[src/design/wsd_pkg.sv]
// ----------------------------------------------------------------------------
// wsd_pkg
// Shared types, constants and helpers for the WebSocket frame deframer.
// ----------------------------------------------------------------------------
package wsd_pkg;

	// length codes carried in the low seven bits of the info byte
	parameter logic [6:0] LenCode16 = 7'd126;
	parameter logic [6:0] LenCode64 = 7'd127;
	parameter logic [3:0] ExtBytes16 = 4'd2;
	parameter logic [3:0] ExtBytes64 = 4'd8;
	parameter logic [3:0] KeyBytes = 4'd4;
	parameter logic [3:0] BaseHdrBytes = 4'd2;

	// item kinds on the result side
	parameter logic KindHeader = 1'b0;
	parameter logic KindPayload = 1'b1;

	// decoupling queue
	parameter int QDepth = 4;
	parameter int QPtrW = 2;
	parameter logic [QPtrW:0] QFullCount = 3'd4;

	typedef enum logic [4:0] {
		PH_CTRL = 5'b00001,
		PH_INFO = 5'b00010,
		PH_LEN  = 5'b00100,
		PH_KEY  = 5'b01000,
		PH_DATA = 5'b10000
	} phase_t;

	// one queued operation for the back end
	typedef struct packed {
		logic        kind;
		logic [7:0]  ctrl;
		logic        masked;
		logic [63:0] length;
		logic [31:0] key;
		logic [3:0]  hdr_size;
		logic [7:0]  data;
		logic [7:0]  key_byte;
		logic        last;
	} entry_t;

	// header byte count for a given info byte
	function automatic logic [3:0] hdr_size(input logic [7:0] info);
		logic [3:0] ext;
		logic [3:0] key;
		begin
			if (info[6:0] == LenCode64) ext = ExtBytes64;
			else if (info[6:0] == LenCode16) ext = ExtBytes16;
			else ext = 4'd0;
			key = info[7] ? KeyBytes : 4'd0;
			return BaseHdrBytes + ext + key;
		end
	endfunction

endpackage

[src/design/wsd_front.sv]
// ----------------------------------------------------------------------------
// wsd_front
// Header parser: takes one byte per cycle while the queue has room, tracks the frame
// phase and pushes header summaries and payload bytes (with their key byte) into it.
// ----------------------------------------------------------------------------
module wsd_front (
	input  logic                 clk,
	input  logic                 arst_n,
	input  logic                 byte_valid,
	input  logic [7:0]           in_byte,
	input  logic                 q_full,
	output logic                 push,
	output wsd_pkg::entry_t      push_entry
);

	wsd_pkg::phase_t phase_q;
	logic [3:0]  fc_q;
	logic [7:0]  ctrl_q;
	logic [7:0]  info_q;
	logic [63:0] len_q;
	logic [31:0] key_q;
	logic [63:0] left_q;
	logic [1:0]  ki_q;

	logic        acc;
	logic        short_in;
	logic [3:0]  cnt_inc;
	logic [3:0]  ext_need;
	logic        len_done;
	logic        key_done;
	logic [63:0] len_next;
	logic [31:0] key_next;
	logic        hdr_fire;
	logic [63:0] hdr_len;
	logic [31:0] hdr_key;
	logic [7:0]  hdr_info;
	logic        hdr_zero;
	logic        data_last;
	logic [7:0]  key_byte;

	assign acc      = byte_valid & ~q_full;
	assign short_in = (in_byte[6:0] != wsd_pkg::LenCode16) &&
	                  (in_byte[6:0] != wsd_pkg::LenCode64);
	assign cnt_inc  = fc_q + 4'd1;
	assign ext_need = (info_q[6:0] == wsd_pkg::LenCode64) ? wsd_pkg::ExtBytes64
	                                                      : wsd_pkg::ExtBytes16;
	assign len_done = cnt_inc >= ext_need;
	assign key_done = cnt_inc >= wsd_pkg::KeyBytes;
	assign len_next = {len_q[55:0], in_byte};
	assign key_next = {key_q[23:0], in_byte};
	assign data_last = (left_q == 64'd1);

	always_comb begin
		unique case (ki_q)
			2'd0: key_byte = key_q[31:24];
			2'd1: key_byte = key_q[23:16];
			2'd2: key_byte = key_q[15:8];
			2'd3: key_byte = key_q[7:0];
			default: key_byte = key_q[7:0];
		endcase
	end

	// which header byte, if any, closes the header
	always_comb begin
		hdr_fire = 1'b0;
		hdr_len  = len_q;
		hdr_key  = key_q;
		hdr_info = info_q;
		unique case (phase_q)
			wsd_pkg::PH_INFO: begin
				hdr_fire = short_in & ~in_byte[7];
				hdr_len  = {57'd0, in_byte[6:0]};
				hdr_key  = 32'd0;
				hdr_info = in_byte;
			end
			wsd_pkg::PH_LEN: begin
				hdr_fire = len_done & ~info_q[7];
				hdr_len  = len_next;
			end
			wsd_pkg::PH_KEY: begin
				hdr_fire = key_done;
				hdr_key  = key_next;
			end
			default: hdr_fire = 1'b0;
		endcase
	end

	assign hdr_zero = (hdr_len == 64'd0);

	always_comb begin
		push_entry = '0;
		if (phase_q == wsd_pkg::PH_DATA) begin
			push_entry.kind     = wsd_pkg::KindPayload;
			push_entry.data     = in_byte;
			push_entry.key_byte = key_byte;
			push_entry.last     = data_last;
		end else begin
			push_entry.kind     = wsd_pkg::KindHeader;
			push_entry.ctrl     = ctrl_q;
			push_entry.masked   = hdr_info[7];
			push_entry.length   = hdr_len;
			push_entry.key      = hdr_key;
			push_entry.hdr_size = wsd_pkg::hdr_size(hdr_info);
			push_entry.last     = hdr_zero;
		end
	end

	assign push = acc & (hdr_fire | (phase_q == wsd_pkg::PH_DATA));

	always_ff @(posedge clk or negedge arst_n) begin
		if (!arst_n) begin
			phase_q <= wsd_pkg::PH_CTRL;
			fc_q    <= 4'd0;
			ctrl_q  <= 8'd0;
			info_q  <= 8'd0;
			len_q   <= 64'd0;
			key_q   <= 32'd0;
			left_q  <= 64'd0;
			ki_q    <= 2'd0;
		end else if (acc) begin
			unique case (phase_q)
				wsd_pkg::PH_INFO: begin
					info_q <= in_byte;
					key_q  <= 32'd0;
					fc_q   <= 4'd0;
					if (short_in) begin
						len_q <= {57'd0, in_byte[6:0]};
						if (in_byte[7]) phase_q <= wsd_pkg::PH_KEY;
					end else begin
						len_q   <= 64'd0;
						phase_q <= wsd_pkg::PH_LEN;
					end
				end
				wsd_pkg::PH_LEN: begin
					len_q <= len_next;
					fc_q  <= cnt_inc;
					if (len_done) begin
						fc_q <= 4'd0;
						if (info_q[7]) phase_q <= wsd_pkg::PH_KEY;
					end
				end
				wsd_pkg::PH_KEY: begin
					key_q <= key_next;
					fc_q  <= key_done ? 4'd0 : cnt_inc;
				end
				wsd_pkg::PH_DATA: begin
					ki_q   <= ki_q + 2'd1;
					left_q <= left_q - 64'd1;
					if (data_last) phase_q <= wsd_pkg::PH_CTRL;
				end
				default: begin
					ctrl_q  <= in_byte;
					fc_q    <= 4'd0;
					phase_q <= wsd_pkg::PH_INFO;
				end
			endcase
			// header close overrides the phase step above
			if (hdr_fire) begin
				ki_q    <= 2'd0;
				left_q  <= hdr_len;
				phase_q <= hdr_zero ? wsd_pkg::PH_CTRL : wsd_pkg::PH_DATA;
			end
		end
	end

endmodule

[src/design/wsd_queue.sv]
// ----------------------------------------------------------------------------
// wsd_queue
// Short register queue between the header parser and the result stage.
// ----------------------------------------------------------------------------
module wsd_queue (
	input  logic                 clk,
	input  logic                 arst_n,
	input  logic                 push,
	input  wsd_pkg::entry_t      push_entry,
	input  logic                 pop,
	output logic                 full,
	output logic                 empty,
	output wsd_pkg::entry_t      head
);

	wsd_pkg::entry_t slot_q [wsd_pkg::QDepth];
	logic [wsd_pkg::QPtrW-1:0] wr_q;
	logic [wsd_pkg::QPtrW-1:0] rd_q;
	logic [wsd_pkg::QPtrW:0]   cnt_q;

	assign full  = (cnt_q == wsd_pkg::QFullCount);
	assign empty = (cnt_q == '0);
	assign head  = slot_q[rd_q];

	always_ff @(posedge clk) begin
		if (push) slot_q[wr_q] <= push_entry;
	end

	always_ff @(posedge clk or negedge arst_n) begin
		if (!arst_n) begin
			wr_q  <= '0;
			rd_q  <= '0;
			cnt_q <= '0;
		end else begin
			if (push) wr_q <= wr_q + 1'b1;
			if (pop) rd_q <= rd_q + 1'b1;
			unique case ({push, pop})
				2'b10:   cnt_q <= cnt_q + 1'b1;
				2'b01:   cnt_q <= cnt_q - 1'b1;
				default: cnt_q <= cnt_q;
			endcase
		end
	end

`ifndef NO_ASSERTIONS
	a_no_overflow: assert property (@(posedge clk) disable iff (!arst_n)
		push |-> !full)
		else $error("wsd_queue: push while full");
	a_no_underflow: assert property (@(posedge clk) disable iff (!arst_n)
		pop |-> !empty)
		else $error("wsd_queue: pop while empty");
	a_count_bound: assert property (@(posedge clk) disable iff (!arst_n)
		cnt_q <= wsd_pkg::QFullCount)
		else $error("wsd_queue: count beyond depth");
	a_count_step: assert property (@(posedge clk) disable iff (!arst_n)
		(push && !pop) |=> (cnt_q == $past(cnt_q) + 1'b1))
		else $error("wsd_queue: count did not follow push");
`endif

endmodule

[src/design/wsd_back.sv]
// ----------------------------------------------------------------------------
// wsd_back
// Result stage: unmasks payload bytes, formats result fields and holds them
// in an output register.
// ----------------------------------------------------------------------------
module wsd_back (
	input  logic                 clk,
	input  logic                 arst_n,
	input  logic                 empty,
	input  wsd_pkg::entry_t      head,
	output logic                 pop,
	output logic                 item_valid,
	input  logic                 item_stall,
	output logic                 item_kind,
	output logic                 fin,
	output logic [2:0]           rsv_bits,
	output logic [3:0]           opcode,
	output logic                 masked,
	output logic [63:0]          payload_length,
	output logic [31:0]          mask_word,
	output logic [3:0]           header_size,
	output logic [7:0]           payload_byte,
	output logic                 last
);

	logic        valid_q;
	logic        kind_q;
	logic        fin_q;
	logic [2:0]  rsv_q;
	logic [3:0]  op_q;
	logic        masked_q;
	logic [63:0] len_q;
	logic [31:0] key_q;
	logic [3:0]  hs_q;
	logic [7:0]  data_q;
	logic        last_q;
	logic        is_hdr;

	assign pop    = ~empty & (~valid_q | ~item_stall);
	assign is_hdr = (head.kind == wsd_pkg::KindHeader);

	always_ff @(posedge clk or negedge arst_n) begin
		if (!arst_n) valid_q <= 1'b0;
		else valid_q <= pop | (valid_q & item_stall);
	end

	always_ff @(posedge clk) begin
		if (pop) begin
			kind_q   <= head.kind;
			fin_q    <= is_hdr & head.ctrl[7];
			rsv_q    <= is_hdr ? head.ctrl[6:4] : 3'd0;
			op_q     <= is_hdr ? head.ctrl[3:0] : 4'd0;
			masked_q <= is_hdr & head.masked;
			len_q    <= is_hdr ? head.length : 64'd0;
			key_q    <= is_hdr ? head.key : 32'd0;
			hs_q     <= is_hdr ? head.hdr_size : 4'd0;
			data_q   <= is_hdr ? 8'd0 : (head.data ^ head.key_byte);
			last_q   <= head.last;
		end
	end

	assign item_valid     = valid_q;
	assign item_kind      = kind_q;
	assign fin            = fin_q;
	assign rsv_bits       = rsv_q;
	assign opcode         = op_q;
	assign masked         = masked_q;
	assign payload_length = len_q;
	assign mask_word      = key_q;
	assign header_size    = hs_q;
	assign payload_byte   = data_q;
	assign last           = last_q;

endmodule

[src/design/websocket_frame_deframer.sv]
// ----------------------------------------------------------------------------
// websocket_frame_deframer
// Parses a byte stream of back-to-back WebSocket frames into one header
// summary per frame followed by the unmasked payload bytes.
// ----------------------------------------------------------------------------
//
//  channel   | valid       | stall       | payload
//  ----------+-------------+-------------+-----------------------------------
//  byte in   | byte_valid  | byte_stall  | in_byte
//  item out  | item_valid  | item_stall  | item_kind .. last (ten fields)
//
//  One byte is taken per cycle while the parser queue has room.
//  A result passes through the queue, written at the edge that takes its byte,
//  and then through the output register before it is on the output.
//  Header bytes other than the last give no result.
//  A four-entry queue lets the parser run on while the output is stalled;
//  byte_stall rises only when that queue is full.
//  arst_n clears the parse phase, counters and all valid flags at once.
//
module websocket_frame_deframer (
	input  logic        clk,
	input  logic        arst_n,
	input  logic        byte_valid,
	output logic        byte_stall,
	input  logic [7:0]  in_byte,
	output logic        item_valid,
	input  logic        item_stall,
	output logic        item_kind,
	output logic        fin,
	output logic [2:0]  rsv_bits,
	output logic [3:0]  opcode,
	output logic        masked,
	output logic [63:0] payload_length,
	output logic [31:0] mask_word,
	output logic [3:0]  header_size,
	output logic [7:0]  payload_byte,
	output logic        last
);

	// parser -> queue
	logic            push;
	wsd_pkg::entry_t push_entry;
	logic            q_full;

	// queue -> result stage
	logic            q_empty;
	logic            pop;
	wsd_pkg::entry_t head;

	// a byte transaction completes only when the queue can take its result
	assign byte_stall = q_full;

	// front: phase tracking, length/key assembly, key byte selection
	wsd_front u_front (
		.clk        (clk),
		.arst_n     (arst_n),
		.byte_valid (byte_valid),
		.in_byte    (in_byte),
		.q_full     (q_full),
		.push       (push),
		.push_entry (push_entry)
	);

	// decoupling queue
	wsd_queue u_queue (
		.clk        (clk),
		.arst_n     (arst_n),
		.push       (push),
		.push_entry (push_entry),
		.pop        (pop),
		.full       (q_full),
		.empty      (q_empty),
		.head       (head)
	);

	// back: XOR unmasking, field formatting, output register
	wsd_back u_back (
		.clk            (clk),
		.arst_n         (arst_n),
		.empty          (q_empty),
		.head           (head),
		.pop            (pop),
		.item_valid     (item_valid),
		.item_stall     (item_stall),
		.item_kind      (item_kind),
		.fin            (fin),
		.rsv_bits       (rsv_bits),
		.opcode         (opcode),
		.masked         (masked),
		.payload_length (payload_length),
		.mask_word      (mask_word),
		.header_size    (header_size),
		.payload_byte   (payload_byte),
		.last           (last)
	);

endmodule

[config.mk]
export PLATFORM = sky130hd
export DESIGN_NAME = websocket_frame_deframer
export DESIGN_NICKNAME = d
export VERILOG_FILES = /design/src/design/wsd_pkg.sv /design/src/design/wsd_front.sv /design/src/design/wsd_queue.sv /design/src/design/wsd_back.sv /design/src/design/websocket_frame_deframer.sv
export SDC_FILE = /design/constraint.sdc
export NUM_CORES = 1
export LEC_CHECK = 0
export BUFFER_PORTS_ARGS = -buffer_cell sky130_fd_sc_hd__buf_2
export CORE_MARGIN = 5
export CORE_UTILIZATION = 50
export DETAILED_ROUTE_END_ITERATION = 6
export PLACE_DENSITY = 0.76
export SYNTH_ARGS = -nofsm -noshare
export SYNTH_HDL_FRONTEND = slang
export SYNTH_HIERARCHICAL = 1
export SYNTH_SLANG_ARGS = --single-unit
[constraint.sdc]
create_clock -name clk -period 8.4 [get_ports clk]
set_clock_uncertainty 0.05 [all_clocks]
set_input_delay 0.42 -clock clk [delete_from_list [all_inputs] [get_ports clk]]
set_output_delay 0.42 -clock clk [all_outputs]
set_load 0.03 [all_outputs]
# Yosys cells after proc, flatten, opt, wreduce, memory -nomap -nowiden
# Memories as Yosys holds them, arrays and structs flattened.
# Index checks and enable logic that the tools add are counted.
[op_classes] addsub=9 n_lt_le_gt_ge=2 eq_ne=21 mux=34 bitwise=21 n_reduce_logical=13
[ops] operator="64-bit case mux with 2 select lines" n=2
[ops] operator="64-bit two-way mux" n=2
[ops] operator="109-bit two-way mux" n=1
[ops] operator="64-bit by 1-bit equality test with 1-bit output, second input constant" n=1
[ops] operator="64-bit zero test" n=1
[ops] operator="32-bit case mux with 2 select lines" n=1
[ops] operator="64-bit by 1-bit subtractor with 64-bit output, second input constant" n=1
[ops] operator="5-bit two-way mux" n=7
[ops] operator="8-bit case mux with 4 select lines" n=1
[ops] operator="7-bit equality test, second input constant" n=3
[ops] operator="4-bit two-way mux" n=5
[ops] operator="5-bit case mux with 4 select lines" n=1
[ops] operator="16-bit two-way mux" n=1
[ops] operator="7-bit != test, second input constant" n=2
[ops] operator="4-bit case mux with 3 select lines" n=1
[ops] operator="3-bit by 1-bit != test with 1-bit output, second input constant" n=3
[ops] operator="1-bit NOT" n=9
[ops] operator="1-bit bitwise AND" n=8
[ops] operator="8-bit two-way mux" n=1
[ops] operator="2-bit AND reduction" n=4
[ops] operator="8-bit XOR" n=1
[ops] operator="7-bit two-way mux" n=1
[ops] operator="2-bit by 1-bit adder with 2-bit output, second input constant" n=3
[ops] operator="2-bit equality test, second input constant" n=3
[ops] operator="other kinds (27)" n=37
[word_totals] register_bits=314 ramBits=508 in_bits=12 out_inout_bits=121 word_cells=123 mem_count=1
[mem_list] memory="u_queue.slot_q" depth=4 width=127 rd=1 rd_clocked_by_memory_dff=0 write_ports=1 line_no="wsd_queue.sv:16" source="wsd_pkg::entry_t slot_q [wsd_pkg::QDepth];"

# Depth between registers and ports, before layout
[depth] depth_word=9 mapped_depth=19 depth_no_buf=17

# Modules after synthesis
# The synthesis kept the hierarchy.
[modules_own_cells] module="wsd_queue" n_inst=1 cells_per_inst=700 area_each_um2=18731.7 seq_area_each_um2=15429.8
[modules_own_cells] module="wsd_front" n_inst=1 cells_per_inst=1224 area_each_um2=10851.7 seq_area_each_um2=4680.7
[modules_own_cells] module="wsd_back" n_inst=1 cells_per_inst=261 area_each_um2=4549.4 seq_area_each_um2=3598.5

# Worst setup path before layout
# No wires, ideal clock.
[synth_path] kind="flip-flop to flip-flop" start="register u_back.valid_q (netlist: u_back/item_valid)" end="register u_queue/cnt_q[2] (netlist name)" setup_time_ns=0.079 arrival_ns=8.149 t_required_ns=8.271 path_slack_ns=0.122 path_stages_with_launch=8 path_buffers=0 period_less_slack_ns=8.278 path_cell_list="dfrtp_1 > a21oi_1 > ha_1 > inv_1 > fa_1 > xor2_1 > nor2_1 > xor2_1"
[synth_between] elab_chain_len=5 word_cells_on_any_way=7 cone_classes="eq/ne: 2; mux: 1; bitwise: 3; reduce/logical: 1"
[synth_rtl] item="start: declaration" line_no="wsd_back.sv:26" source="logic valid_q;"
[synth_rtl] item="start signal: assignment" line_no="wsd_back.sv:44" source="else valid_q <= pop | (valid_q & item_stall);"
[synth_rtl] item="1-bit NOT (*)" line_no="wsd_back.sv:39" source="assign pop = ~empty & (~valid_q | ~item_stall);"
[synth_rtl] item="1-bit OR (*)" line_no="wsd_back.sv:39"
[synth_rtl] item="1-bit bitwise AND (*)" line_no="wsd_back.sv:39"
[synth_rtl] item="net pop" line_no="websocket_frame_deframer.sv:47" source="logic pop;"
[synth_rtl] item="2-bit by 1-bit equality test with 1-bit output or 2-bit equality test (tied branches)" line_no="wsd_queue.sv:37" source="unique case ({push, pop})"
[synth_rtl] item="3-bit case mux with 2 select lines or 2-bit nonzero test (tied branches)"
[synth_rtl] item="end signal: assignment" line_no="wsd_queue.sv:38" source="2'b10: cnt_q <= cnt_q + 1'b1;"
[synth_rtl] item="end signal: assignment" line_no="wsd_queue.sv:39" source="2'b01: cnt_q <= cnt_q - 1'b1;"
[synth_rtl] item="end signal: assignment" line_no="wsd_queue.sv:40" source="default: cnt_q <= cnt_q;"
[synth_rtl] item="end: declaration" line_no="wsd_queue.sv:19" source="logic [wsd_pkg::QPtrW:0] cnt_q;"
# The timed path passes the listed nets; every way through them passes the cells marked *.
# A chain may end at the register's enable or synchronous reset.

# Final worst setup path
[layout_path] start="register u_front.phase_q[4]" end="memory u_queue/slot_q[0][2] (netlist name), enable pin"
[layout_between] elab_chain_len=6 word_cells_on_any_way=9 cone_classes="eq/ne: 4; mux: 3; bitwise: 2"
[layout_rtl] item="start: declaration" line_no="wsd_front.sv:16" source="wsd_pkg::phase_t phase_q;"
[layout_rtl] item="start signal: assignment" line_no="wsd_front.sv:112" source="phase_q <= wsd_pkg::PH_CTRL;"
[layout_rtl] item="start signal: assignment" line_no="wsd_front.sv:128" source="if (in_byte[7]) phase_q <= wsd_pkg::PH_KEY;"
[layout_rtl] item="start signal: assignment" line_no="wsd_front.sv:131" source="phase_q <= wsd_pkg::PH_LEN;"
[layout_rtl] item="5-bit by 4-bit equality test with 1-bit output, or another cell as far along" line_no="wsd_front.sv:69" source="unique case (phase_q)"
[layout_rtl] item="1-bit case mux with 3 select lines" line_no="wsd_front.sv:69"
[layout_rtl] item="1-bit OR (*)" line_no="wsd_front.sv:108" source="assign push = acc & (hdr_fire | (phase_q == wsd_pkg::PH_DATA));"
[layout_rtl] item="1-bit bitwise AND (*)" line_no="wsd_front.sv:108"
[layout_rtl] item="net push" line_no="websocket_frame_deframer.sv:41" source="logic push;"
[layout_rtl] item="1-bit two-way mux (*)" line_no="wsd_queue.sv:26" source="if (push) slot_q[wr_q] <= push_entry;"
[layout_rtl] item="1-bit two-way mux (not written as such) (*)" line_no="wsd_queue.sv:26"
[layout_rtl] item="end: declaration" line_no="wsd_queue.sv:16"
# Marked as above.

==> run metrics <==
CTS tree yes; DIE AREA 73600 sq um; PortBufs 132; Slew Limit Fails 0; Remaining Overflow, GRT 0; Initial Utilization 0.506; Slew Limit Headroom 0.190; clk_lat worst skew 0.62 ns; ys async rst share 0.237; type of the tightest min-delay check input pin to register; Routed WL per cell 23.6 microns; Post-DP HPWL 46.2 mm; synthesized area 34100 sq um; fillcell total 4988; Worst setup EP type register; final period utilization 0.674; Hold Path Origin in_byte[1]; critical path class register to register; largest net degree at the start of global routing 119; Root Buffer clkbuf_16; Worst VDD drop 205 uV; commonest non-fill, non-tap cell in the layout edfxtp_1; worst-case clock buffer depth 3; average size of a mapped cell 15.6 sq um; Vias per Instance 6.24; area of the multi-input gates 9650 sq um; Crit path top cell by count buf_4; Max-Cap Viols 0; R2R depth 9; Setup TNS Final 0 ns; final instance area 38100 sq um; WHS Path Cells 2; Seq/Total Area, Yosys 0.695; R2R Path Start u_front/phase_q[4]$_DFFE_PN0P_; std cell rows 95; number of synthesized register bits 822; IO Pins 133; Buf/Inv on CP 3; Netlist cell types 72; final hold vios 0; FF-to-FF setup slack 2.74 ns; Total Power 13.1 mW; critical path startpoint category register; Crit. Startpoint u_front/phase_q[4]$_DFFE_PN0P_; Routed Antenna Nets 0; worst hold endpoint u_front/len_q[1]$_DFFE_PN0P_; critical path depth 9; Final min period 5.66 ns; DRC errors left 0; Initial DRC Count 2088; Post-synth EDFFs 627; Slowest Stage Delay on Critical Path 1.00 ns; GRT Util Overall 0.203; critical path data arrival time 5.86 ns; detailed-route via count 20000; family with the most delay on the worst path simple AND/OR/NAND/NOR gates; first-pass GRT wire length 118 mm; final setup violation count 0; syn_nets 2213; gpl congestion 0.876; most frequent cells in the layout 627 x edfxtp_1, 192 x dfrtp_1, 178 x nor2_1; Warnings, synthesis 6; FF/Latch Area 23700 sq um; Main synth FF type edfxtp_1; initial antenna violation count 0; DR pass1 iterations 6; Synth-to-Final Area Change 11.5%; Pleak 13.8 nW; Horiz. Die Dim 271 microns; Inserted Clock Buffers 79; worst-path maximum fanout 93; ant diodes 0; Clk pin slew, worst setup/hold paths 0.06 ns; status finished clean; H-tree levels 3; nets@finish 2303; vias in the first global route 20100; Worst Tran Pin Value 1.21 ns; power per cell area 344 nW/um^2; share of layout cells above drive strength 1 0.198; Crit-path slowest cell and2_2; Critical Path RT 8.60 ns; WL final 75.6 mm; RSZ-0062 raised after global routing no; crit path cell chain nor4_1 -> and2_2 -> nand3b_1 -> o311ai_4 -> buf_4 -> o21ai_4 -> inv_2 -> and2_4 -> buf_4; fmax 177 MHz; Reg-to-Reg End u_queue/slot_q[0][2]$_DFFE_PP_; Util after Layout 0.565; placed cell areas 35500 sq um; Die H 271 microns; Sink Count 822; Core Box Area 67400 sq um; Mapped Cells 2185
-- how the worst max path moves through the flow --
stage | end
after floorplan | u_queue/cnt_q[2]$_DFFE_PN0P_
after global routing | u_queue/slot_q[1][95]$_DFFE_PP_
after detailed placement | u_queue/slot_q[0][26]$_DFFE_PP_
after global placement | u_queue/slot_q[0][3]$_DFFE_PP_
final | u_queue/slot_q[0][2]$_DFFE_PP_
after CTS | u_queue/slot_q[1][118]$_DFFE_PP_
-- logic make-up (layout without fill, tap and decap cells) --
group                    after synthesis  in the layout  share of synthesized area
flip-flops                           822            822                      0.695
AND/OR/NAND/NOR                      562            562                     0.0854
AO/OA/AOI/OAI                        438            438                     0.0924
buffers and inverters                175            326                     0.0248
multiplexers                         153            153                     0.0920
XOR/XNOR                              18             18                    0.00462
adder cells (fa/ha/maj)               16             16                    0.00609
other                                  1              1                   0.000110
-- routing by layer --
layer / wire (microns) / share of wire / GRT usage / vias to the layer above
met5: 0 / 0 / 0 / -
met4: 2620 / 0.035 / 0.0752 / 0
met3: 4800 / 0.063 / 0.0318 / 155
met2: 38400 / 0.51 / 0.344 / 864
met1: 29800 / 0.39 / 0.268 / 10300
li1: - / - / - / 8747
-- Yosys cell counts, drive strengths merged (3+ instances only) --
cell     instances  share of area
edfxtp         627           0.55
dfrtp          194           0.14
nor2           181          0.020
mux4           127          0.084
a22o           114          0.029
nor2b          112          0.022
a22oi           92          0.020
clkbuf          86         0.0095
o21ai           81          0.012
nand2           77         0.0085
buf             66          0.013
a21oi           56         0.0082
and2            36         0.0066
nor3            34         0.0050
nor4            34         0.0064
inv             23         0.0025
nand3           21         0.0031
mux2            17         0.0056
or4             16         0.0036
ha              15         0.0055
o22a            15         0.0039
or3             14         0.0026
a31oi           13         0.0024
xor2            12         0.0031
and3            10         0.0018
mux2i            9         0.0026
a222oi           8         0.0023
nand4            8         0.0015
o22ai            8         0.0015
a32o             7         0.0021
o21a             6         0.0013
o31ai            6         0.0013
xnor2            6         0.0015
a2bb2oi          4         0.0010
nand2b           4        0.00073
nand3b           4        0.00088
o41ai            4         0.0010
a32oi            3        0.00077
o211ai           3        0.00066
o2bb2ai          3        0.00077
o32ai            3        0.00077
-- power by group --
part	leakage, nW	switching [mW]	internal, mW	total (mW)
clock network	1.25	1.49	2.06	3.55
logic	3.94	2.34	1.36	3.69
registers	8.62	0.551	5.31	5.86
total	13.8	4.38	8.72	13.1
-- sequential cells by signal, indices dropped and copies added (netlist names), 3 cells and up --
name / flops
u_queue/slot_q: 508
u_back/payload_length: 64
u_front/left_q: 64
u_front/len_q: 64
u_back/mask_word: 32
u_front/key_q: 32
u_back/payload_byte: 8
u_front/ctrl_q: 8
u_front/info_q: 8
u_front/phase_q: 5
u_back/header_size: 4
u_back/opcode: 4
u_front/fc_q: 4
u_back/rsv_bits: 3
u_queue/cnt_q: 3
-- cell type report --
type	count	share of cell area
Clock buffer	96	0.0552
Clock inverter	46	0.0125
Inverter	23	0.00230
Multi-Input combinational cell	1188	0.254
Sequential cell	822	0.623
Tap cell	873	0.0287
Timing Repair Buffer	161	0.0247
-- metrics by stage --
step                worst slack, ns  instances  hold WS (ns)
floorplan                     0.122       2185        0.0744
global placement               3.07       3065         0.427
detailed placement             2.87       3065         0.437
CTS                            2.83       3209         0.186
global route                   2.42       3209         0.209
finish                         2.74       3209         0.217
-- repair_timing --
| action | CTS | global route |
|---|---|---|
| hold endpoints to repair | 117 | 0 |
| hold buffers | 2 | 0 |
| gates resized for setup | 0 | 0 |
| buffers inserted | 0 | 0 |
Note: power is estimated with default switching activity, not from simulation.
